===== src/bsplit_pkg.sv =====
package bsplit_pkg;

   // field widths
   localparam int unsigned AddrW    = 32;
   localparam int unsigned CountW   = 11;
   localparam int unsigned TpeW     = 4;
   localparam int unsigned LenW     = 9;
   localparam int unsigned MblW     = 9;
   localparam int unsigned ReqDataW = 48;
   localparam int unsigned RspDataW = 56;

   // bus geometry, both sizes are powers of two
   localparam int unsigned TransferBytes = 4;
   localparam int unsigned TbShift       = $clog2(TransferBytes);
   localparam int unsigned BoundaryBytes = 4096;
   localparam int unsigned BndW          = $clog2(BoundaryBytes);

   // request limits
   localparam int unsigned MaxCount       = 1024;
   localparam int unsigned BurstCap       = 256;
   localparam int unsigned MblReset       = 256;
   localparam int unsigned ResultsPerStep = 64;
   localparam int unsigned StepCntW       = $clog2(ResultsPerStep);

   // shared divider, one quotient bit per cycle
   localparam int unsigned DivSteps = CountW;
   localparam int unsigned DivCntW  = $clog2(DivSteps);

   typedef enum logic [3:0] {
      ST_IDLE,
      ST_CHK_WAIT,
      ST_ERR,
      ST_LEN_GO,
      ST_LEN_WAIT,
      ST_TRIM,
      ST_MUL,
      ST_EMIT,
      ST_HOLD
   } state_type;

   typedef struct packed {
      logic              start;
      logic [CountW-1:0] dividend;
      logic [TpeW-1:0]   divisor;
   } div_req_type;

   typedef struct packed {
      logic              done;
      logic [CountW-1:0] quotient;
      logic [TpeW-1:0]   remainder;
   } div_rsp_type;

endpackage


===== src/bsplit_div.sv =====
module bsplit_div
   import bsplit_pkg::*;
(
   input  logic        clock,
   input  logic        reset,
   input  div_req_type div_req,
   output div_rsp_type div_rsp
);

   logic               run_ff, run_in;
   logic               done_ff, done_in;
   logic [DivCntW-1:0] cnt_ff, cnt_in;
   logic [CountW-1:0]  quo_ff, quo_in;
   logic [TpeW-1:0]    rem_ff, rem_in;
   logic [TpeW-1:0]    dvs_ff, dvs_in;
   logic [TpeW:0]      trial;

   // restoring divide, dividend shifts out as quotient shifts in
   always_comb begin
      trial   = {rem_ff, quo_ff[CountW-1]};
      run_in  = run_ff;
      done_in = 1'b0;
      cnt_in  = cnt_ff;
      quo_in  = quo_ff;
      rem_in  = rem_ff;
      dvs_in  = dvs_ff;
      if (div_req.start) begin
         run_in = 1'b1;
         cnt_in = '0;
         quo_in = div_req.dividend;
         rem_in = '0;
         dvs_in = div_req.divisor;
      end else if (run_ff) begin
         if (trial >= {1'b0, dvs_ff}) begin
            rem_in = TpeW'(trial - {1'b0, dvs_ff});
            quo_in = {quo_ff[CountW-2:0], 1'b1};
         end else begin
            rem_in = trial[TpeW-1:0];
            quo_in = {quo_ff[CountW-2:0], 1'b0};
         end
         cnt_in = cnt_ff + DivCntW'(1);
         if (cnt_ff == DivCntW'(DivSteps - 1)) begin
            run_in  = 1'b0;
            done_in = 1'b1;
         end
      end
   end

   always_ff @(posedge clock) begin
      if (reset) begin
         run_ff  <= 1'b0;
         done_ff <= 1'b0;
      end else begin
         run_ff  <= run_in;
         done_ff <= done_in;
      end
      cnt_ff <= cnt_in;
      quo_ff <= quo_in;
      rem_ff <= rem_in;
      dvs_ff <= dvs_in;
   end

   assign div_rsp.done      = done_ff;
   assign div_rsp.quotient  = quo_ff;
   assign div_rsp.remainder = rem_ff;

endmodule


===== src/axi_burst_splitter.sv =====
// Splits one write request (start address, transfer count, transfers per entry) into
// bursts of whole entries, each at most csr max_burst_len transfers (above 256 acts as
// 256) but at least one entry, and never crossing a 4 KB address boundary; the address
// advances 4 bytes per entry and wraps at 32 bits. A zero count yields nothing; a bad
// request (zero entry size, count above 1024 or not a multiple of the entry size) yields
// one error result. One request is worked at a time and req_tready is low meanwhile,
// except while paused. A shared restoring divider giving one quotient bit per cycle sets
// the pace: the entry-size check is one divide, and each burst steps through divide,
// boundary trim, length multiply and hand-off to the output register. After 64 bursts a
// request pauses, and the next accepted request transfer is ignored and resumes it.
module axi_burst_splitter
   import bsplit_pkg::*;
(
   input  logic                clock,
   input  logic                reset,
   // configuration
   input  logic                csr_wr_en,
   input  logic [MblW-1:0]     csr_wr_data,     // max_burst_len
   // request stream
   input  logic                req_tvalid,
   output logic                req_tready,
   input  logic [ReqDataW-1:0] req_tdata,       // start address, total count,
                                                // entry size, zero pad
   // burst stream
   output logic                rsp_tvalid,
   input  logic                rsp_tready,
   output logic [RspDataW-1:0] rsp_tdata,       // burst_address, burst_length,
                                                // data_offset, zero pad
   output logic                rsp_tlast,
   output logic [0:0]          rsp_tuser        // error
);

   state_type             state_ff, state_in;
   logic [MblW-1:0]       mbl_ff, mbl_in;
   logic [AddrW-1:0]      cur_addr_ff, cur_addr_in;
   logic [CountW-1:0]     rem_cnt_ff, rem_cnt_in;
   logic [CountW-1:0]     offset_ff, offset_in;
   logic [TpeW-1:0]       tpe_ff, tpe_in;
   logic [LenW-1:0]       ent_ff, ent_in;
   logic [LenW-1:0]       len_ff, len_in;
   logic [StepCntW-1:0]   step_cnt_ff, step_cnt_in;

   logic                  out_valid_ff, out_valid_in;
   logic [AddrW-1:0]      out_addr_ff, out_addr_in;
   logic [LenW-1:0]       out_len_ff, out_len_in;
   logic [CountW-1:0]     out_off_ff, out_off_in;
   logic                  out_last_ff, out_last_in;
   logic                  out_err_ff, out_err_in;

   div_req_type           div_req;
   div_rsp_type           div_rsp;

   logic [AddrW-1:0]      req_addr;
   logic [CountW-1:0]     req_cnt;
   logic [TpeW-1:0]       req_tpe;
   logic                  req_xfer;
   logic                  out_free;
   logic [LenW-1:0]       cap;
   logic                  use_cap;
   logic [LenW-1:0]       ent_q;
   logic [AddrW-1:0]      next_addr;
   logic [BndW-1:0]       base_mod;
   logic [BndW-1:0]       end_mod;
   logic [BndW-1:0]       drop;
   logic [LenW+TpeW-1:0]  prod;
   logic                  is_last;

   // request field unpacking
   assign req_addr = req_tdata[AddrW-1:0];
   assign req_cnt  = req_tdata[AddrW+CountW-1:AddrW];
   assign req_tpe  = req_tdata[AddrW+CountW+TpeW-1:AddrW+CountW];

   assign req_tready = (state_ff == ST_IDLE) || (state_ff == ST_HOLD);
   assign req_xfer   = req_tvalid && req_tready;
   assign out_free   = !out_valid_ff || rsp_tready;

   // burst length datapath
   assign cap       = (mbl_ff > MblW'(BurstCap)) ? MblW'(BurstCap) : mbl_ff;
   assign use_cap   = rem_cnt_ff > CountW'(cap);
   assign ent_q     = (div_rsp.quotient == '0) ? LenW'(1) : div_rsp.quotient[LenW-1:0];
   assign next_addr = cur_addr_ff + (AddrW'(ent_ff) << TbShift);
   assign base_mod  = cur_addr_ff[BndW-1:0];
   assign end_mod   = next_addr[BndW-1:0];
   assign drop      = end_mod >> TbShift;
   assign prod      = ent_ff * tpe_ff;
   assign is_last   = CountW'(len_ff) == rem_cnt_ff;

   // configuration register
   assign mbl_in = csr_wr_en ? csr_wr_data : mbl_ff;

   // sequencer
   always_comb begin
      state_in     = state_ff;
      cur_addr_in  = cur_addr_ff;
      rem_cnt_in   = rem_cnt_ff;
      offset_in    = offset_ff;
      tpe_in       = tpe_ff;
      ent_in       = ent_ff;
      len_in       = len_ff;
      step_cnt_in  = step_cnt_ff;
      out_valid_in = out_valid_ff && !rsp_tready;
      out_addr_in  = out_addr_ff;
      out_len_in   = out_len_ff;
      out_off_in   = out_off_ff;
      out_last_in  = out_last_ff;
      out_err_in   = out_err_ff;
      div_req.start    = 1'b0;
      div_req.dividend = use_cap ? CountW'(cap) : rem_cnt_ff;
      div_req.divisor  = tpe_ff;

      unique case (state_ff)
         ST_IDLE: begin
            div_req.dividend = req_cnt;
            div_req.divisor  = req_tpe;
            if (req_xfer) begin
               cur_addr_in = req_addr;
               rem_cnt_in  = req_cnt;
               tpe_in      = req_tpe;
               offset_in   = '0;
               step_cnt_in = '0;
               if (req_tpe == '0 || req_cnt > CountW'(MaxCount)) begin
                  state_in = ST_ERR;
               end else if (req_cnt != '0) begin
                  div_req.start = 1'b1;
                  state_in      = ST_CHK_WAIT;
               end
            end
         end
         ST_CHK_WAIT: begin
            if (div_rsp.done) begin
               state_in = (div_rsp.remainder != '0) ? ST_ERR : ST_LEN_GO;
            end
         end
         ST_ERR: begin
            if (out_free) begin
               out_valid_in = 1'b1;
               out_addr_in  = cur_addr_ff;
               out_len_in   = '0;
               out_off_in   = '0;
               out_last_in  = 1'b1;
               out_err_in   = 1'b1;
               state_in     = ST_IDLE;
            end
         end
         ST_LEN_GO: begin
            div_req.start = 1'b1;
            state_in      = ST_LEN_WAIT;
         end
         ST_LEN_WAIT: begin
            if (div_rsp.done) begin
               ent_in   = ent_q;
               state_in = ST_TRIM;
            end
         end
         ST_TRIM: begin
            // drop whole entries that spill past the boundary
            if (base_mod > end_mod && end_mod != '0) begin
               if (drop >= BndW'(ent_ff)) begin
                  ent_in = LenW'(1);
               end else begin
                  ent_in = LenW'(BndW'(ent_ff) - drop);
               end
            end
            state_in = ST_MUL;
         end
         ST_MUL: begin
            len_in   = prod[LenW-1:0];
            state_in = ST_EMIT;
         end
         ST_EMIT: begin
            if (out_free) begin
               out_valid_in = 1'b1;
               out_addr_in  = cur_addr_ff;
               out_len_in   = len_ff;
               out_off_in   = offset_ff;
               out_last_in  = is_last;
               out_err_in   = 1'b0;
               rem_cnt_in   = rem_cnt_ff - CountW'(len_ff);
               offset_in    = offset_ff + CountW'(len_ff);
               cur_addr_in  = cur_addr_ff + (AddrW'(ent_ff) << TbShift);
               step_cnt_in  = step_cnt_ff + StepCntW'(1);
               if (is_last) begin
                  state_in = ST_IDLE;
               end else if (step_cnt_ff == StepCntW'(ResultsPerStep - 1)) begin
                  state_in = ST_HOLD;
               end else begin
                  state_in = ST_LEN_GO;
               end
            end
         end
         ST_HOLD: begin
            // the next request transfer only resumes the pending one
            if (req_xfer) begin
               step_cnt_in = '0;
               state_in    = ST_LEN_GO;
            end
         end
         default: begin
            state_in = ST_IDLE;
         end
      endcase
   end

   always_ff @(posedge clock) begin
      if (reset) begin
         state_ff     <= ST_IDLE;
         mbl_ff       <= MblW'(MblReset);
         out_valid_ff <= 1'b0;
         step_cnt_ff  <= '0;
      end else begin
         state_ff     <= state_in;
         mbl_ff       <= mbl_in;
         out_valid_ff <= out_valid_in;
         step_cnt_ff  <= step_cnt_in;
      end
      cur_addr_ff <= cur_addr_in;
      rem_cnt_ff  <= rem_cnt_in;
      offset_ff   <= offset_in;
      tpe_ff      <= tpe_in;
      ent_ff      <= ent_in;
      len_ff      <= len_in;
      out_addr_ff <= out_addr_in;
      out_len_ff  <= out_len_in;
      out_off_ff  <= out_off_in;
      out_last_ff <= out_last_in;
      out_err_ff  <= out_err_in;
   end

   // shared divider
   bsplit_div u_div (
      .clock   (clock),
      .reset   (reset),
      .div_req (div_req),
      .div_rsp (div_rsp)
   );

   // burst output
   assign rsp_tvalid = out_valid_ff;
   assign rsp_tdata  = {{(RspDataW - AddrW - LenW - CountW){1'b0}},
                        out_off_ff, out_len_ff, out_addr_ff};
   assign rsp_tlast  = out_last_ff;
   assign rsp_tuser  = out_err_ff;

   // checks
   a_emit_len_fits: assert property (@(posedge clock) disable iff (reset)
      state_ff == ST_EMIT |-> len_ff != '0 && CountW'(len_ff) <= rem_cnt_ff)
      else $error("burst length zero or beyond remaining count");

   a_emit_len_cap: assert property (@(posedge clock) disable iff (reset)
      state_ff == ST_EMIT |-> len_ff <= LenW'(BurstCap))
      else $error("burst length above cap");

   a_err_shape: assert property (@(posedge clock) disable iff (reset)
      rsp_tvalid && rsp_tuser[0] |-> rsp_tlast && out_len_ff == '0)
      else $error("error transfer not a lone empty last burst");

   a_div_done_wait: assert property (@(posedge clock) disable iff (reset)
      div_rsp.done |-> (state_ff == ST_CHK_WAIT || state_ff == ST_LEN_WAIT))
      else $error("divider finished outside a wait state");

endmodule

===== config.mk =====
export PLATFORM = sky130hd
export DESIGN_NAME = axi_burst_splitter
export DESIGN_NICKNAME = d
export VERILOG_FILES = /design/src/bsplit_pkg.sv /design/src/bsplit_div.sv /design/src/axi_burst_splitter.sv
export SDC_FILE = /design/constraint.sdc
export NUM_CORES = 1
export LEC_CHECK = 0
export BUFFER_PORTS_ARGS = -buffer_cell sky130_fd_sc_hd__buf_2
export CAP_MARGIN = 0
export CORE_ASPECT_RATIO = 1.5
export CORE_MARGIN = 3
export CORE_UTILIZATION = 50
export DETAILED_ROUTE_END_ITERATION = 6
export PLACE_DENSITY_LB_ADDON = 0.1
export SLEW_MARGIN = 20
export SYNTH_ARGS = -nofsm -noshare
export SYNTH_HDL_FRONTEND = slang
export SYNTH_SLANG_ARGS = --single-unit

===== constraint.sdc =====
create_clock -name clock -period 4.9 [get_ports clock]
set_input_delay 0.98 -clock clock [delete_from_list [all_inputs] [get_ports clock]]
set_output_delay 0.98 -clock clock [all_outputs]
set_load 0.05 [all_outputs]

# == After elaboration in Yosys (flattened, before gate mapping) ==
# Index checks and enable logic that the tools add are counted.
# W data, S select, Z words.
# classes
addsub,7
mul,1
n_mux,57
eq_ne,20
magnitude_cmp,6
bitwise,1
reduce_logical,29
# op_table
operator,n
$mux W11,9
$pmux W11 S2,3
$mux W32,2
$pmux W32 S2,1
$mux W9,7
$mux W4,11
$pmux W4 S9,1
$pmux W9 S2,2
$add A32 B11 Y32,1
$eq A4 B3 Y1 const B,4
$mux W15,1
$mux W1,14
$gt A12 B12 Y1,1
$mux W6,2
$pmux W6 S2,1
$reduce_and A3 Y1,4
$reduce_bool A12 Y1,1
$add A11 B9 Y11,1
$eq A9 B11 Y1,1
$gt A11 B11 Y1 const B,1
$gt A11 B9 Y1,1
$logic_not A11 Y1,1
$reduce_bool A11 Y1,1
$sub A11 B9 Y11,1
27 further kinds,49
# word_totals
reg_bits,175
in_bits,62

# == Depth between registers and ports, before layout ==
# depth
word_depth,6
mapped_depth,14

# == Hierarchy ==
# A second synthesis with hierarchy kept.
# hier_totals
cells_unflattened,963
hier_area_um2,10338.7
# by_module_without_submodules
mod,seq_area_each_um2,cells_each,n_inst,area_per_inst_um2
axi_burst_splitter,4304.1,867,1,9150.0
bsplit_div,650.6,96,1,1188.6

# == Worst setup path before layout ==
# No wires, ideal clock.
# synth_timing
path_kind,reg-to-reg
from,register ent_ff[0]
to,register ent_ff[0] (enable)
setup_time_ns,0.336
path_slack_ns,1.461
stages_incl_launch_ff,14
t_required_ns,4.564
period_less_slack_ns,3.439
n_path_buf,0
arrival_ns,3.103
cell_sequence,edfxtp_1 -> ha_1 -> fa_1 -> a21o_1 -> a21oi_1 -> xor2_1 -> ha_1 -> nand4_1 -> o21ai_0 -> a31oi_1 -> o21ai_0 -> a21oi_1 -> a2111oi_0 -> a31o_1
# synth_via
elab_chain_len,5
elab_cells_between_ends,6
# synth_rtl
element,line_no,text
from (decl),axi_burst_splitter.sv:39,"logic [LenW-1:0] ent_ff, ent_in;"
from (signal assigned),axi_burst_splitter.sv:220,ent_ff <= ent_in;
$add A32 B11 Y32 (*),--,
$gt A12 B12 Y1 / $reduce_bool A12 Y1 (equally long branches),axi_burst_splitter.sv:157,if (base_mod > end_mod && end_mod != '0) begin
$logic_and A1 B1 Y1 (*),axi_burst_splitter.sv:157,
$ne A2 B2 Y1 (no line) (*),--,
$reduce_and A3 Y1 (no line) (*),--,
# Mark *: on every way between the ends. The rest lies on a longest branch, timed or not.
# A chain may end at the register's enable or synchronous reset.

# == Worst setup path in the final report ==
# layout_timing
from,register ent_ff[0]
to,register ent_ff[1] (enable)
# Same word-level chain as after synthesis.

==> metrics.csv <==
stage,metric,value,unit
outcome,status,finished clean,
cts,CTS tree,done,
cts,CTS Hold Bufs,0,
floorplan,Die Y,181,um
detailed_routing,Final ANT Viol Nets,0,
floorplan,Starting Density,0.514,
detailed_routing,# DRC,0,
synth,Netlist cell types,66,
worst_hold_path,Hold Path Cell Cnt,0,
worst_hold_path,worst hold path class,flip-flop to flip-flop,
sta,"Hold Violations, Final",0,
worst_hold_path,Worst Hold End,out_addr_ff[31],
floorplan,Rows,63,
floorplan,core area,19900,um2
final_layout,NumNets Final,1249,
worst_setup_path,CP Data Arrival Time,4.25,ns
cts,post_cts resized,0,
cts,root buffer cell,clkbuf_16,
worst_setup_path,CP max stage delay,0.62,ns
final_layout,share of cells above drive strength 1,0.165,
final_layout,"commonest non-fill, non-tap cells in the layout","edfxtp_1, nand2_1, buf_2, ha_1, nor2_1",
detailed_routing,initial DRC count,543,
synth,"Seq/Total Area, Yosys",0.483,
grt,grt ovf,0,
placement,placed cell area,11100,um2
sta,unrepaired setup endpoints after global routing,no,
sta,endpoints failing setup,0,
synth,"EDFF count, synth",145,
cts,Setup Buffers After CTS,0,
worst_setup_path,R2R depth,14,
detailed_routing,Vias/cell,5.49,
grt,GRT Util Overall,0.215,
worst_setup_path,RR Endpoint,ent_ff[1],
sta,Clock Skew,0.0223,ns
sta,Worst slew margin,0.465,
synth,Syn Inst Count,977,
grt,initial antenna violation count,0,
worst_setup_path,WP data required,4.97,ns
sta,setup_tns,0,ns
pwr,Pleak,4.80,nW
sta,"Min Clock Period, post-route",4.18,ns
placement,DP HPWL,17800,um
floorplan,DIE AREA,22300,um2
floorplan,I/O pin cnt,122,
worst_hold_path,worst hold path startpoint,cur_addr_ff[31],
worst_setup_path,Worst Path Max Fanout,9,
cts,Worst-path clk slew,0.06,ns
synth,asr flop ratio synth,0,
placement,Final GP Congestion,0.866,
cts,clk sinks,175,
sta,Final Cycle Share,0.853,
final_layout,"commonest non-fill, non-tap cell in the layout",edfxtp_1,
worst_setup_path,RR Startpoint,ent_ff[0],
cts,TritonCTS Buffers,17,
pwr,worst vdd ir,0.266,mV
sta,Peak Freq,239,MHz
sta,Pins Over Slew Limit,0,
synth,Netlist Area Pre-Place,10200,um2
detailed_routing,drt wl/cell,17.1,um
grt,largest net degree at the start of global routing,76,
placement,IO buf count,116,
pwr,power density over cell area,418,nW/um2
worst_setup_path,WS Path Type,flip-flop to flip-flop,
worst_setup_path,Worst R2R Setup Slack,0.72,ns
final_layout,Diodes inserted,0,
grt,vias in the first global route,7311,
flow_run,Max-Cap Viols,0,
detailed_routing,via count,7505,
floorplan,overall die width,123,um
synth,top_reg_cell synth,edfxtp_1,
synth,synth warn,0,
detailed_routing,DRT Wirelength,23400,um
cts,clk_lat worst skew,0.43,ns
worst_setup_path,cell chain of the critical path,ha_1 > fa_1 > a21o_1 > a21oi_1 > xor2_1 > buf_4 > ha_1 > nand4_1 > o21ai_0 > a31oi_1 > o21ai_0 > a21oi_1 > a2111oi_0 > a31o_1,
cts,Clock Tree Buf Depth,2,
final_layout,Final Cell Area,11600,um2
worst_setup_path,startpoint types,flip-flop,
final_layout,Area Overhead vs Synth,13.6,%
sta,worst slew pin tran,0.798,ns
detailed_routing,TritonRoute pass-1 iters,5,
synth,"Avg Cell Area, Syn",10.5,um2
worst_setup_path,crit path capture type,flip-flop,
worst_setup_path,CP max-delay cell,a2111oi_0,
cts,H-tree lvl count,4,
grt,first-pass GRT wire length,37100,um
synth,Seq cells post-synth,175,
[cells in the mapped netlist (10+ instances only)]
cell type | number | area, um2
a21oi_1 | 41 | 205
xor2_1 | 38 | 333
ha_1 | 77 | 963
a31oi_1 | 12 | 75.1
o21ai_0 | 30 | 150
nand3_1 | 15 | 75.1
nand2b_1 | 12 | 75.1
xnor2_1 | 31 | 272
edfxtp_1 | 145 | 4350
clkbuf_1 | 22 | 82.6
dfxtp_1 | 30 | 601
a21o_1 | 10 | 75.1
nand4_1 | 13 | 81.3
nand2_1 | 119 | 447
nor2_1 | 74 | 278
inv_1 | 61 | 229
nor3_1 | 12 | 60.1
nor2b_1 | 16 | 100
fa_1 | 16 | 320
o21ai_1 | 43 | 215
mux2i_1 | 15 | 150
or2_2 | 10 | 62.6
and2_1 | 30 | 188
[critical path, delay by kind of cell (launching register included)]
| family | cells | cell delay (ns) |
|---|---|---|
| flops | 1 | 0.50 |
| buf+inv | 1 | 0.16 |
| simple gates | 1 | 0.12 |
| fa+ha+maj | 3 | 1.02 |
| xor+xnor | 1 | 0.09 |
| compound gates | 8 | 1.95 |
[state kept, by name, summed over array words and instances, names as in the netlist]
| name | count |
|---|---|
| u_div.quo_ff | 11 |
| u_div.rem_ff | 4 |
| step_cnt_ff | 6 |
| rem_cnt_ff | 11 |
| u_div.dvs_ff | 4 |
| ent_ff | 9 |
| state_ff | 4 |
| out_off_ff | 11 |
| out_len_ff | 9 |
| rsp_tvalid | 1 |
| rsp_tuser | 1 |
| len_ff | 9 |
| offset_ff | 11 |
| mbl_ff | 9 |
| out_addr_ff | 32 |
| cur_addr_ff | 32 |
| u_div.run_ff | 1 |
| tpe_ff | 4 |
| u_div.cnt_ff | 4 |
| rsp_tlast | 1 |
| u_div.done_ff | 1 |
[per-stage QoR]
stage / total power, mW / cells / hold WS [ns] / utilization / setup WS, ns
after floorplan: 3.26 / 980 / 0.428 / - / 1.46
after global placement: 3.65 / 1335 / 0.464 / 0.558 / 0.774
after detailed placement: 3.68 / 1335 / 0.475 / 0.558 / 0.709
after CTS: 4.90 / 1367 / 0.491 / 0.584 / 0.717
after global routing: 5.17 / 1367 / 0.512 / 0.584 / 0.355
final: 4.87 / 1367 / 0.488 / 0.584 / 0.721
[worst max-delay path by stage]
stage / start / cells after the start / endpoint / slack, ns
finish: ent_ff[0] / 14 / ent_ff[1] / 0.72
global route: ent_ff[0] / 14 / ent_ff[2] / 0.36
CTS: ent_ff[0] / 14 / ent_ff[4] / 0.72
detailed placement: ent_ff[0] / 14 / ent_ff[0] / 0.71
global placement: ent_ff[0] / 14 / ent_ff[4] / 0.77
floorplan: ent_ff[0] / 13 / ent_ff[0] / 1.46
[kinds of logic (layout without fill, tap and decap cells)]
family / count (synthesis) / count (layout) / share of synthesized area
other: 1 / 4 / 0.000366
adders and majority gates: 93 / 93 / 0.125
muxes: 16 / 16 / 0.0157
and+or+nand+nor: 332 / 332 / 0.158
xor gates and xnor gates: 69 / 69 / 0.0590
buffers and inverters: 97 / 224 / 0.0375
DFF: 175 / 175 / 0.483
AOI/OAI and AO/OA: 194 / 194 / 0.121
[per-layer routing]
layer / GRT usage / part of all wire
met3: 0.0354 / 0.049
met2: 0.365 / 0.51
met4: 0.0834 / 0.024
met5: 0 / 0
met1: 0.273 / 0.42
[power breakdown]
group          switching (mW)  internal (mW)
Sequential              0.192           1.91
Combinational           0.979          0.563
Clock                   0.576          0.648
Total                    1.75           3.12
[area by class of cell]
class                      count  area (um2)
clock inverter                13        91.3
tap                          260         325
inverter                      66         248
sequential                   175        4950
multi-input combinational    708        4940
fill                        1781        8300
clock buffer                  19         433
timing repair buffer         126         656
Note: power is estimated with default switching activity, not from simulation.
